==> src/rtl/cbc_pkg.sv <==
// -----------------------------------------------------------------------------
// cbc_pkg
// Types, codes and helper functions shared by the cartridge bank controller.
// -----------------------------------------------------------------------------
package cbc_pkg;

    // mapper kinds
    localparam logic [2:0] KIND_NONE = 3'd0;
    localparam logic [2:0] KIND_MBC1 = 3'd1;
    localparam logic [2:0] KIND_MBC2 = 3'd2;
    localparam logic [2:0] KIND_MBC3 = 3'd3;
    localparam logic [2:0] KIND_MBC5 = 3'd4;

    // target codes
    localparam logic [2:0] TGT_OTHER = 3'd0;
    localparam logic [2:0] TGT_BOOT  = 3'd1;
    localparam logic [2:0] TGT_ROM   = 3'd2;
    localparam logic [2:0] TGT_RAM   = 3'd3;
    localparam logic [2:0] TGT_OPEN  = 3'd4;

    // configuration register indexes
    localparam logic [1:0] CFG_MAPPER_KIND    = 2'd0;
    localparam logic [1:0] CFG_ROM_BANK_COUNT = 2'd1;
    localparam logic [1:0] CFG_RAM_BYTES      = 2'd2;

    localparam int CFG_DATA_W = 18;

    // special counts and addresses
    localparam logic [9:0]  ROM_BANKS_64  = 10'd64;
    localparam logic [9:0]  ROM_BANKS_128 = 10'd128;
    localparam logic [17:0] RAM_BANK_BYTES = 18'd8192;
    localparam logic [3:0]  RAM_EN_KEY    = 4'hA;
    localparam logic [15:0] ADDR_JOYPAD   = 16'hFF00;
    localparam logic [15:0] ADDR_BOOT_OFF = 16'hFF50;

    typedef struct packed {
        logic [2:0]  mapper_kind;
        logic [9:0]  rom_bank_count;
        logic [17:0] ram_bytes;
    } t_cfg;

    typedef struct packed {
        logic        cmd;
        logic [15:0] bus_address;
        logic [7:0]  write_byte;
    } t_access;

    typedef struct packed {
        logic [2:0]  target;
        logic [22:0] mapped_offset;
        logic        store_enable;
        logic        nibble_only;
    } t_result;

    // MBC1 bank mask from the ROM size
    function automatic logic [4:0] mbc1_mask(input logic [9:0] count);
        logic [4:0] m;
        if (count >= 10'd32)      m = 5'h1F;
        else if (count >= 10'd16) m = 5'h0F;
        else if (count >= 10'd8)  m = 5'h07;
        else if (count >= 10'd4)  m = 5'h03;
        else if (count >= 10'd2)  m = 5'h01;
        else                      m = 5'h00;
        return m;
    endfunction

    // fold RAM-bank bits into the ROM bank for 64 and 128 bank ROMs
    function automatic logic [8:0] fold_bank(input logic [8:0] rom,
                                             input logic [7:0] ram,
                                             input logic [9:0] count);
        logic [8:0] b;
        b = rom;
        if (count == ROM_BANKS_64)  b = {rom[8:6], ram[0], rom[4:0]};
        if (count == ROM_BANKS_128) b = {rom[8:7], ram[1:0], rom[4:0]};
        return b;
    endfunction

endpackage

==> src/rtl/cbc_req_if.sv <==
// -----------------------------------------------------------------------------
// cbc_req_if
// Request channel: one CPU bus access per transfer.
// -----------------------------------------------------------------------------
interface cbc_req_if;
    logic        valid;
    logic        ready;
    logic        cmd;
    logic [15:0] bus_address;
    logic [7:0]  write_byte;

    modport source (output valid, output cmd, output bus_address, output write_byte,
                    input ready);
    modport sink   (input valid, input cmd, input bus_address, input write_byte,
                    output ready);
endinterface

==> src/rtl/cbc_rsp_if.sv <==
// -----------------------------------------------------------------------------
// cbc_rsp_if
// Response channel: where one access lands.
// -----------------------------------------------------------------------------
interface cbc_rsp_if;
    logic        valid;
    logic        ready;
    logic [2:0]  target;
    logic [22:0] mapped_offset;
    logic        store_enable;
    logic        nibble_only;

    modport source (output valid, output target, output mapped_offset,
                    output store_enable, output nibble_only, input ready);
    modport sink   (input valid, input target, input mapped_offset,
                    input store_enable, input nibble_only, output ready);
endinterface

==> src/rtl/cartridge_bank_controller.sv <==
// -----------------------------------------------------------------------------
// cartridge_bank_controller
// MBC1/MBC2/MBC3/MBC5 style bank controller translating CPU bus accesses.
// -----------------------------------------------------------------------------
// Usage:
//   i_req carries one CPU access per request (cmd, bus_address, write_byte).
//   o_rsp returns one response per request, in order: target store, byte
//   offset in that store, store enable and the MBC2 nibble flag.
//   Configuration (mapper kind, ROM bank count, RAM bytes) is written through
//   i_cfg_we / i_cfg_index / i_cfg_data while no request is in flight.
// Pipeline and throughput:
//   Stages: r_acc0, r_acc1, r_acc2, r_res. One request is taken every cycle
//   while the output does not stall; the RAM-size remainder is spread over two
//   stages; the bank registers are read and updated once per request at r_acc2.
// Reset:
//   Synchronous, active low. Clears the pipeline, the configuration and the
//   bank registers (ROM bank 1, boot ROM overlay mapped).
// Stall:
//   When o_rsp.ready is low the response holds; earlier stages fill up and
//   i_req.ready drops once every stage is occupied.
// -----------------------------------------------------------------------------
module cartridge_bank_controller
    import cbc_pkg::*;
(
    input  logic                  i_clk,
    input  logic                  i_rst_n,
    cbc_req_if.sink               i_req,
    cbc_rsp_if.source             o_rsp,
    input  logic                  i_cfg_we,
    input  logic [1:0]            i_cfg_index,
    input  logic [CFG_DATA_W-1:0] i_cfg_data
);

    t_cfg        r_cfg;
    t_access     r_acc0;
    t_access     r_acc1;
    t_access     r_acc2;
    logic        r_v0;
    logic        r_v1;
    logic        r_v2;
    logic        r_out_valid;
    t_result     r_res;

    t_access     in_acc;
    t_result     core_res;
    logic [12:0] wrap_rem;
    logic        rdy_out;
    logic        rdy2;
    logic        rdy1;
    logic        acc_in;
    logic        adv1;
    logic        adv2;
    logic        adv3;

    // ---- configuration registers
    always_ff @(posedge i_clk) begin
        if (!i_rst_n) begin
            r_cfg <= '0;
        end else if (i_cfg_we) begin
            case (i_cfg_index)
                CFG_MAPPER_KIND:    r_cfg.mapper_kind    <= i_cfg_data[2:0];
                CFG_ROM_BANK_COUNT: r_cfg.rom_bank_count <= i_cfg_data[9:0];
                CFG_RAM_BYTES:      r_cfg.ram_bytes      <= i_cfg_data[17:0];
                default: ;
            endcase
        end
    end

    // ---- flow control: a stage advances when the next one is free or draining
    assign rdy_out = !r_out_valid || o_rsp.ready;
    assign rdy2    = !r_v2 || rdy_out;
    assign rdy1    = !r_v1 || rdy2;
    assign i_req.ready = !r_v0 || rdy1;

    assign acc_in = i_req.valid && i_req.ready;
    assign adv1   = r_v0 && rdy1;
    assign adv2   = r_v1 && rdy2;
    assign adv3   = r_v2 && rdy_out;

    assign in_acc.cmd         = i_req.cmd;
    assign in_acc.bus_address = i_req.bus_address;
    assign in_acc.write_byte  = i_req.write_byte;

    always_ff @(posedge i_clk) begin
        if (!i_rst_n) begin
            r_v0        <= 1'b0;
            r_v1        <= 1'b0;
            r_v2        <= 1'b0;
            r_out_valid <= 1'b0;
        end else begin
            if (acc_in)    r_v0 <= 1'b1;
            else if (adv1) r_v0 <= 1'b0;
            if (adv1)      r_v1 <= 1'b1;
            else if (adv2) r_v1 <= 1'b0;
            if (adv2)      r_v2 <= 1'b1;
            else if (adv3) r_v2 <= 1'b0;
            if (adv3)             r_out_valid <= 1'b1;
            else if (o_rsp.ready) r_out_valid <= 1'b0;
        end
    end

    // ---- request payload down the pipe
    always_ff @(posedge i_clk) begin
        if (acc_in) r_acc0 <= in_acc;
        if (adv1)   r_acc1 <= r_acc0;
        if (adv2)   r_acc2 <= r_acc1;
        if (adv3)   r_res  <= core_res;
    end

    // ---- RAM window offset modulo RAM size (used for RAM of 8 KiB or less)
    cbc_ram_wrap u_wrap (
        .i_clk     (i_clk),
        .i_offset  (r_acc0.bus_address[12:0]),
        .i_modulus (r_cfg.ram_bytes[13:0]),
        .i_adv1    (adv1),
        .i_adv2    (adv2),
        .o_rem     (wrap_rem)
    );

    // ---- bank registers and mapping, committed once per request
    cbc_map_core u_core (
        .i_clk    (i_clk),
        .i_rst_n  (i_rst_n),
        .i_cfg    (r_cfg),
        .i_acc    (r_acc2),
        .i_rem    (wrap_rem),
        .i_commit (adv3),
        .o_res    (core_res)
    );

    // ---- response
    assign o_rsp.valid         = r_out_valid;
    assign o_rsp.target        = r_res.target;
    assign o_rsp.mapped_offset = r_res.mapped_offset;
    assign o_rsp.store_enable  = r_res.store_enable;
    assign o_rsp.nibble_only   = r_res.nibble_only;

    // ---- checks
    a_no_offset_off_store: assert property (@(posedge i_clk) disable iff (!i_rst_n)
        o_rsp.valid && (o_rsp.target == TGT_OTHER || o_rsp.target == TGT_OPEN)
        |-> o_rsp.mapped_offset == '0)
        else $error("offset set for a target without a store");

    a_store_target: assert property (@(posedge i_clk) disable iff (!i_rst_n)
        o_rsp.valid && o_rsp.store_enable
        |-> (o_rsp.target == TGT_RAM || o_rsp.target == TGT_OTHER))
        else $error("store enable on a read-only target");

    a_nibble_kind: assert property (@(posedge i_clk) disable iff (!i_rst_n)
        o_rsp.valid |-> o_rsp.nibble_only == (r_cfg.mapper_kind == KIND_MBC2))
        else $error("nibble flag disagrees with mapper kind");

    a_pipe_advance: assert property (@(posedge i_clk) disable iff (!i_rst_n)
        r_v2 && rdy_out |=> r_out_valid)
        else $error("response lost between last stage and output");

endmodule

==> src/rtl/cbc_ram_wrap.sv <==
// -----------------------------------------------------------------------------
// cbc_ram_wrap
// Two-stage restoring remainder of a RAM window offset by the RAM size.
// -----------------------------------------------------------------------------
module cbc_ram_wrap
    import cbc_pkg::*;
(
    input  logic        i_clk,
    input  logic [12:0] i_offset,
    input  logic [13:0] i_modulus,
    input  logic        i_adv1,
    input  logic        i_adv2,
    output logic [12:0] o_rem
);

    logic [12:0] r_part;
    logic [5:0]  r_tail;
    logic [12:0] r_rem;
    logic [12:0] n_part;
    logic [12:0] n_rem;

    // first seven quotient bits
    always_comb begin
        logic [13:0] t;
        n_part = '0;
        for (int k = 12; k >= 6; k--) begin
            t = {n_part, i_offset[k]};
            if (t >= i_modulus) t = t - i_modulus;
            n_part = t[12:0];
        end
    end

    // last six quotient bits
    always_comb begin
        logic [13:0] t;
        n_rem = r_part;
        for (int k = 5; k >= 0; k--) begin
            t = {n_rem, r_tail[k]};
            if (t >= i_modulus) t = t - i_modulus;
            n_rem = t[12:0];
        end
    end

    always_ff @(posedge i_clk) begin
        if (i_adv1) begin
            r_part <= n_part;
            r_tail <= i_offset[5:0];
        end
        if (i_adv2) begin
            r_rem <= n_rem;
        end
    end

    assign o_rem = r_rem;

endmodule

==> src/rtl/cbc_map_core.sv <==
// -----------------------------------------------------------------------------
// cbc_map_core
// Bank registers, their write rules and the address mapping of one access.
// -----------------------------------------------------------------------------
module cbc_map_core
    import cbc_pkg::*;
(
    input  logic        i_clk,
    input  logic        i_rst_n,
    input  t_cfg        i_cfg,
    input  t_access     i_acc,
    input  logic [12:0] i_rem,
    input  logic        i_commit,
    output t_result     o_res
);

    logic       r_ram_en;
    logic [8:0] r_rom_bank;
    logic [7:0] r_ram_bank;
    logic       r_mode;
    logic       r_boot;

    logic       w_ram_en;
    logic [8:0] w_rom_bank;
    logic [7:0] w_ram_bank;
    logic       w_mode;
    logic [8:0] fold;
    logic [8:0] n_rom_bank;
    logic       n_boot;

    logic [15:0] a;
    logic [7:0]  v;
    logic [4:0]  b5;
    logic [3:0]  b4;
    logic [6:0]  b7;
    logic [1:0]  zb;

    assign a  = i_acc.bus_address;
    assign v  = i_acc.write_byte;
    assign b5 = (v[4:0] == 5'd0) ? 5'd1 : v[4:0];
    assign b4 = (v[3:0] == 4'd0) ? 4'd1 : v[3:0];
    assign b7 = (v[6:0] == 7'd0) ? 7'd1 : v[6:0];

    // mapper register writes
    always_comb begin
        w_ram_en   = r_ram_en;
        w_rom_bank = r_rom_bank;
        w_ram_bank = r_ram_bank;
        w_mode     = r_mode;
        if (i_acc.cmd && !a[15]) begin
            case (i_cfg.mapper_kind)
                KIND_MBC1: begin
                    case (a[14:13])
                        2'b00:   w_ram_en   = (v[3:0] == RAM_EN_KEY);
                        2'b01:   w_rom_bank = {4'd0, b5 & mbc1_mask(i_cfg.rom_bank_count)};
                        2'b10:   w_ram_bank = {6'd0, v[1:0]};
                        default: w_mode     = v[0];
                    endcase
                end
                KIND_MBC2: begin
                    if (!a[14]) begin
                        if (!a[8]) w_ram_en   = (v[3:0] == RAM_EN_KEY);
                        else       w_rom_bank = {5'd0, b4};
                    end
                end
                KIND_MBC3: begin
                    case (a[14:13])
                        2'b00:   w_ram_en   = (v[3:0] == RAM_EN_KEY);
                        2'b01:   w_rom_bank = {2'd0, b7};
                        2'b10:   if (v <= 8'd3) w_ram_bank = v;
                        default: ;
                    endcase
                end
                KIND_MBC5: begin
                    case (a[14:13])
                        2'b00:   w_ram_en = (v[3:0] == RAM_EN_KEY);
                        2'b01:   begin
                            if (!a[12]) w_rom_bank = {r_rom_bank[8], v};
                            else        w_rom_bank = {v[0], r_rom_bank[7:0]};
                        end
                        2'b10:   w_ram_bank = v;
                        default: ;
                    endcase
                end
                default: ;
            endcase
        end
    end

    assign fold = fold_bank(w_rom_bank, w_ram_bank, i_cfg.rom_bank_count);

    always_comb begin
        zb = 2'd0;
        if (w_mode) begin
            if (i_cfg.rom_bank_count == ROM_BANKS_64)  zb = {1'b0, w_ram_bank[0]};
            if (i_cfg.rom_bank_count == ROM_BANKS_128) zb = w_ram_bank[1:0];
        end
    end

    // address mapping
    always_comb begin
        o_res.target        = TGT_OTHER;
        o_res.mapped_offset = '0;
        o_res.store_enable  = 1'b0;
        o_res.nibble_only   = (i_cfg.mapper_kind == KIND_MBC2);
        if (a[15:14] == 2'b00) begin
            if (a[15:8] == 8'd0 && r_boot) begin
                o_res.target        = TGT_BOOT;
                o_res.mapped_offset = {7'd0, a};
            end else begin
                o_res.target        = TGT_ROM;
                o_res.mapped_offset = {2'd0, zb, 5'd0, a[13:0]};
            end
        end else if (a[15:14] == 2'b01) begin
            o_res.target        = TGT_ROM;
            o_res.mapped_offset = {fold, a[13:0]};
        end else if (a[15:13] == 3'b101) begin
            if (!w_ram_en) begin
                o_res.target = TGT_OPEN;
            end else if (i_cfg.mapper_kind == KIND_MBC2) begin
                o_res.target        = TGT_RAM;
                o_res.mapped_offset = {14'd0, a[8:0]};
            end else if (i_cfg.ram_bytes == '0) begin
                o_res.target = TGT_OPEN;
            end else if (i_cfg.ram_bytes <= RAM_BANK_BYTES) begin
                o_res.target        = TGT_RAM;
                o_res.mapped_offset = {10'd0, i_rem};
            end else if (w_mode) begin
                o_res.target        = TGT_RAM;
                o_res.mapped_offset = {7'd0, w_ram_bank[2:0], a[12:0]};
            end else begin
                o_res.target        = TGT_RAM;
                o_res.mapped_offset = {10'd0, a[12:0]};
            end
            o_res.store_enable = i_acc.cmd && (o_res.target == TGT_RAM);
        end else if (a >= 16'hFEA0 && a <= 16'hFEFF) begin
            o_res.target = TGT_OPEN;
        end else begin
            o_res.store_enable = i_acc.cmd && (a != ADDR_JOYPAD);
        end
    end

    // a read of the switchable window keeps the folded bank
    assign n_rom_bank = (!i_acc.cmd && a[15:14] == 2'b01) ? fold : w_rom_bank;
    assign n_boot     = r_boot && !(i_acc.cmd && a == ADDR_BOOT_OFF && v == 8'd1);

    always_ff @(posedge i_clk) begin
        if (!i_rst_n) begin
            r_ram_en   <= 1'b0;
            r_rom_bank <= 9'd1;
            r_ram_bank <= 8'd0;
            r_mode     <= 1'b0;
            r_boot     <= 1'b1;
        end else if (i_commit) begin
            r_ram_en   <= w_ram_en;
            r_rom_bank <= n_rom_bank;
            r_ram_bank <= w_ram_bank;
            r_mode     <= w_mode;
            r_boot     <= n_boot;
        end
    end

endmodule
==> src/flat_wrapper.sv <==
// flat-port wrapper written by rule: the top's interface ports become plain ports
module cartridge_bank_controller_flat import cbc_pkg::*;
  (i_clk, i_rst_n, i_cfg_we, i_cfg_index, i_cfg_data, i_req_valid, i_req_cmd, i_req_bus_address, i_req_write_byte, i_req_ready, o_rsp_valid, o_rsp_target, o_rsp_mapped_offset, o_rsp_store_enable, o_rsp_nibble_only, o_rsp_ready);
  cbc_req_if i_req_i ();
  cbc_rsp_if o_rsp_i ();
  input  logic i_clk;
  input  logic i_rst_n;
  input  logic i_cfg_we;
  input  logic [1:0] i_cfg_index;
  input  logic [CFG_DATA_W-1:0] i_cfg_data;
  input wire logic [$bits(i_req_i.valid)-1:0] i_req_valid;
  input wire logic [$bits(i_req_i.cmd)-1:0] i_req_cmd;
  input wire logic [$bits(i_req_i.bus_address)-1:0] i_req_bus_address;
  input wire logic [$bits(i_req_i.write_byte)-1:0] i_req_write_byte;
  output wire logic [$bits(i_req_i.ready)-1:0] i_req_ready;
  output wire logic [$bits(o_rsp_i.valid)-1:0] o_rsp_valid;
  output wire logic [$bits(o_rsp_i.target)-1:0] o_rsp_target;
  output wire logic [$bits(o_rsp_i.mapped_offset)-1:0] o_rsp_mapped_offset;
  output wire logic [$bits(o_rsp_i.store_enable)-1:0] o_rsp_store_enable;
  output wire logic [$bits(o_rsp_i.nibble_only)-1:0] o_rsp_nibble_only;
  input wire logic [$bits(o_rsp_i.ready)-1:0] o_rsp_ready;
  assign i_req_i.valid = i_req_valid;
  assign i_req_i.cmd = i_req_cmd;
  assign i_req_i.bus_address = i_req_bus_address;
  assign i_req_i.write_byte = i_req_write_byte;
  assign i_req_ready = i_req_i.ready;
  assign o_rsp_valid = o_rsp_i.valid;
  assign o_rsp_target = o_rsp_i.target;
  assign o_rsp_mapped_offset = o_rsp_i.mapped_offset;
  assign o_rsp_store_enable = o_rsp_i.store_enable;
  assign o_rsp_nibble_only = o_rsp_i.nibble_only;
  assign o_rsp_i.ready = o_rsp_ready;
  cartridge_bank_controller u_core (.i_clk(i_clk), .i_rst_n(i_rst_n), .i_req(i_req_i), .o_rsp(o_rsp_i), .i_cfg_we(i_cfg_we), .i_cfg_index(i_cfg_index), .i_cfg_data(i_cfg_data));
endmodule
==> config.mk <==
export PLATFORM = sky130hd
export DESIGN_NAME = cartridge_bank_controller_flat
export DESIGN_NICKNAME = d
export VERILOG_FILES = /design/src/rtl/cbc_pkg.sv /design/src/rtl/cbc_req_if.sv /design/src/rtl/cbc_rsp_if.sv /design/src/rtl/cartridge_bank_controller.sv /design/src/rtl/cbc_ram_wrap.sv /design/src/rtl/cbc_map_core.sv /design/src/flat_wrapper.sv
export SDC_FILE = /design/constraint.sdc
export NUM_CORES = 1
export LEC_CHECK = 0
export BUFFER_PORTS_ARGS = -buffer_cell sky130_fd_sc_hd__buf_2
export CORE_ASPECT_RATIO = 0.8
export CORE_MARGIN = 4
export CORE_UTILIZATION = 45
export CTS_CLUSTER_DIAMETER = 80
export CTS_CLUSTER_SIZE = 25
export DETAILED_ROUTE_END_ITERATION = 10
export SYNTH_ARGS = -nofsm -noshare
export SYNTH_HDL_FRONTEND = slang
export SYNTH_SLANG_ARGS = --single-unit
==> constraint.sdc <==
create_clock -name i_clk -period 13.21 [get_ports i_clk]
set_clock_uncertainty 0.05 [all_clocks]
set_input_delay 2.642 -clock i_clk [delete_from_list [all_inputs] [get_ports i_clk]]
set_output_delay 2.642 -clock i_clk [all_outputs]
set_load 0.02 [all_outputs]
==> flow_summary.json <==
{
  "status": "finished, final reports clean",
  "core_area_mm2": 0.0361,
  "synth-edff-count": 129,
  "drtIter0Drc": 1156,
  "first_pass_iters": 7,
  "synth.top_cell.area_share": 0.235,
  "antenna_left": 0,
  "synth_area_leaders": "edfxtp_1 23%, ha_1 13%, dfxtp_1 6.1%",
  "routabilityCongestion": 0.963,
  "fp.dieW_um": 222,
  "final_common_cell": "nand2_1",
  "h-tree-depth": 4,
  "clock-root-buffer": "clkbuf_16",
  "ys_types": 88,
  "cts.sinks": 179,
  "grtUsageTotal": 0.254,
  "path_max_fanout": 12,
  "area_delta_synth_final_pct": 20.8,
  "slowest_stage": "fa_1",
  "worst_slew_pin_slew_ns": 1.18,
  "final_util": 0.552,
  "cpPeakStageDelay_ns": 0.46,
  "clock_latency_ns": 0.44,
  "synth_compound_area_frac": 0.240,
  "setup_viol": 0,
  "layout-drive-gt1-share": 0.212,
  "hold_viol": 0,
  "synth_nets": 2103,
  "hpwl_mm": 41.2,
  "worst-setup-path-type": "flip-flop to flip-flop",
  "cp-end-kind": "flip-flop",
  "synth_top_family_by_area": "compound AO/OA/AOI/OAI gates",
  "final_cell_mix": "169 x nand2_1, 158 x buf_4, 153 x ha_1",
  "hold_buffers": 0,
  "portBuffers": 79,
  "wirelength_mm": 53.7,
  "synth-seq-cells": 179,
  "clock_path_buffers": 2,
  "synth_top_area_cell": "edfxtp_1",
  "yosys.area_share.simple": 0.186,
  "finalMaxSlewViolations": 0,
  "grt_first_pass_wirelength_mm": 80.2,
  "grt_max_degree": 51,
  "num_vias": 15600,
  "rows": 62,
  "ys.flop_type": "edfxtp_1",
  "antenna_found_initial": 1,
  "hp-class": "flip-flop to flip-flop",
  "synth-xor-area-share": 0.0557,
  "yosysSeqAreaShare": 0.295,
  "wl_per_cell_um": 20.8,
  "first_global_vias": 14400,
  "synth_mux_area_frac": 0.0458,
  "viasPerCell": 6.06,
  "cts_tree": "yes",
  "numCtsBuffers": 17,
  "final.period_utilization": 0.975,
  "yosys_warnings": 0,
  "clkTransAtPathRegs_ns": 0.08,
  "synthArstFlopShare": 0,
  "max_freq_mhz": 77.6,
  "cpMostUsedCell": "ha_1",
  "maxCapViolCount": 0,
  "dieArea_mm2": 0.0398,
  "die_h_um": 179,
  "synthAdderAreaFrac": 0.143,
  "synth_cells": 1872,
  "ios": 80,
  "fin_crit_ns": 12.88,
  "start_util": 0.457,
  "slew_headroom": 0.212,
  "cp.arrival_ns": 13.01,
  "avgSynthCellArea_um2": 8.81,
  "grt.overflow.total": 0,
  "final_nets": 2313,
  "drc": 0,
  "start_kind": "flip-flop",
  "netlist_area_mm2": 0.0165,
  "worstPathRequired_ns": 13.34
}
==> cells in the mapped netlist, drive strengths merged (13+ instances only) <==
cell type,instances
a21o,55
nand2,172
edfxtp,129
or2,13
dfxtp,50
nand3,44
nor4,17
xnor2,60
nor3,49
nand4,30
clkbuf,41
a21oi,125
nand2b,24
inv,89
or3,21
o21ai,88
mux2i,38
nor2,152
o21a,37
ha,169
nor2b,44
a211oi,29
buf,16
a22o,15
a211o,14
o31ai,16
xor2,45
and3,16
a21boi,28
o211ai,16
mux2,33
a31oi,27
==> layout make-up <==
| cell class | count | area (um2) |
|---|---|---|
| antenna | 1 | 2.50 |
| multi-input combinational | 1548 | 11800 |
| timing repair buffer | 247 | 1720 |
| clock inverter | 14 | 155 |
| clock buffer | 18 | 429 |
| inverter | 89 | 338 |
| sequential | 179 | 4880 |
| tap | 480 | 601 |
| fill | 3306 | 16200 |
==> timing repair <==
action                     4_1_cts  5_1_grt
buffers inserted                 0       32
gates resized for setup         10      126
cloned                           0        3
pin swaps                        1       53
setup endpoints to repair       13       26
==> state kept, by name, summed over array words and instances, names as in the netlist <==
signal                      count
u_core.r_acc1                  25
u_core.r_acc0                  25
u_core.u_wrap.o_rem            13
u_core.r_acc2                  25
u_core.r_cfg                   31
u_core.o_rsp.nibble_only        1
u_core.u_wrap.r_part           13
u_core.u_core.r_ram_en          1
u_core.o_rsp.store_enable       1
u_core.o_rsp.valid              1
u_core.u_core.r_ram_bank        3
u_core.r_v0                     1
u_core.u_core.r_boot            1
u_core.u_core.r_mode            1
u_core.o_rsp.target             3
u_core.o_rsp.mapped_offset     23
u_core.u_core.r_rom_bank        9
u_core.r_v2                     1
u_core.r_v1                     1
==> final timing paths <==
path / startpoint / end / slack, ns / cells past startpoint
min: u_core.r_acc0[10]$_DFFE_PP_ / u_core.r_acc1[10]$_DFFE_PP_ / 0.36 / 0
max reg2reg: u_core.r_acc0[20]$_DFFE_PP_ / u_core.u_wrap.r_part[6]$_DFFE_PP_ / 0.33 / 58
max: u_core.r_acc0[20]$_DFFE_PP_ / u_core.u_wrap.r_part[6]$_DFFE_PP_ / 0.33 / 58
min reg2reg: u_core.r_acc0[10]$_DFFE_PP_ / u_core.r_acc1[10]$_DFFE_PP_ / 0.36 / 0
==> metal layers <==
metal  track usage  vias up  part of all wire
met5             0        -                 0
met4        0.0669        0             0.022
met3        0.0449       82             0.071
met2         0.386      558              0.43
met1         0.375     7464              0.48
li1              -     7494                 -
==> worst max-delay path, delay by kind of cell, from the launching register on <==
kind	cells	cell delay (ns)
fa+ha+maj	8	2.33
flops	1	0.41
mux	1	0.27
buf+inv	9	1.19
simple gates	15	2.57
compound gates	24	5.56
xor+xnor	1	0.24
==> logic make-up after synthesis <==
| logic type | Yosys count |
|---|---|
| AO/OA/AOI/OAI | 565 |
| XOR/XNOR | 105 |
| adder cells (fa/ha/maj) | 181 |
| buffers and inverters | 146 |
| flip-flops | 179 |
| multiplexers | 71 |
| AND/OR/NAND/NOR | 625 |
==> stage by stage <==
stage | std cells | cell area (um2) | TNS, ns | worst slack [ns] | hold WS [ns]
after floorplan | 1872 | 16500 | 0 | 0.00390 | 0.350
after global placement | 2508 | 18400 | -0.335 | -0.162 | 0.353
after detailed placement | 2508 | 18400 | -2.87 | -0.423 | 0.355
after CTS | 2540 | 19000 | 0 | 0.0299 | 0.361
after global routing | 2576 | 19900 | -0.761 | -0.148 | 0.367
final | 2576 | 19900 | 0 | 0.331 | 0.359
Power is left out: the tool's default activity adds up to more than one toggle a clock period on the data nets, which glitch-free logic cannot reach.
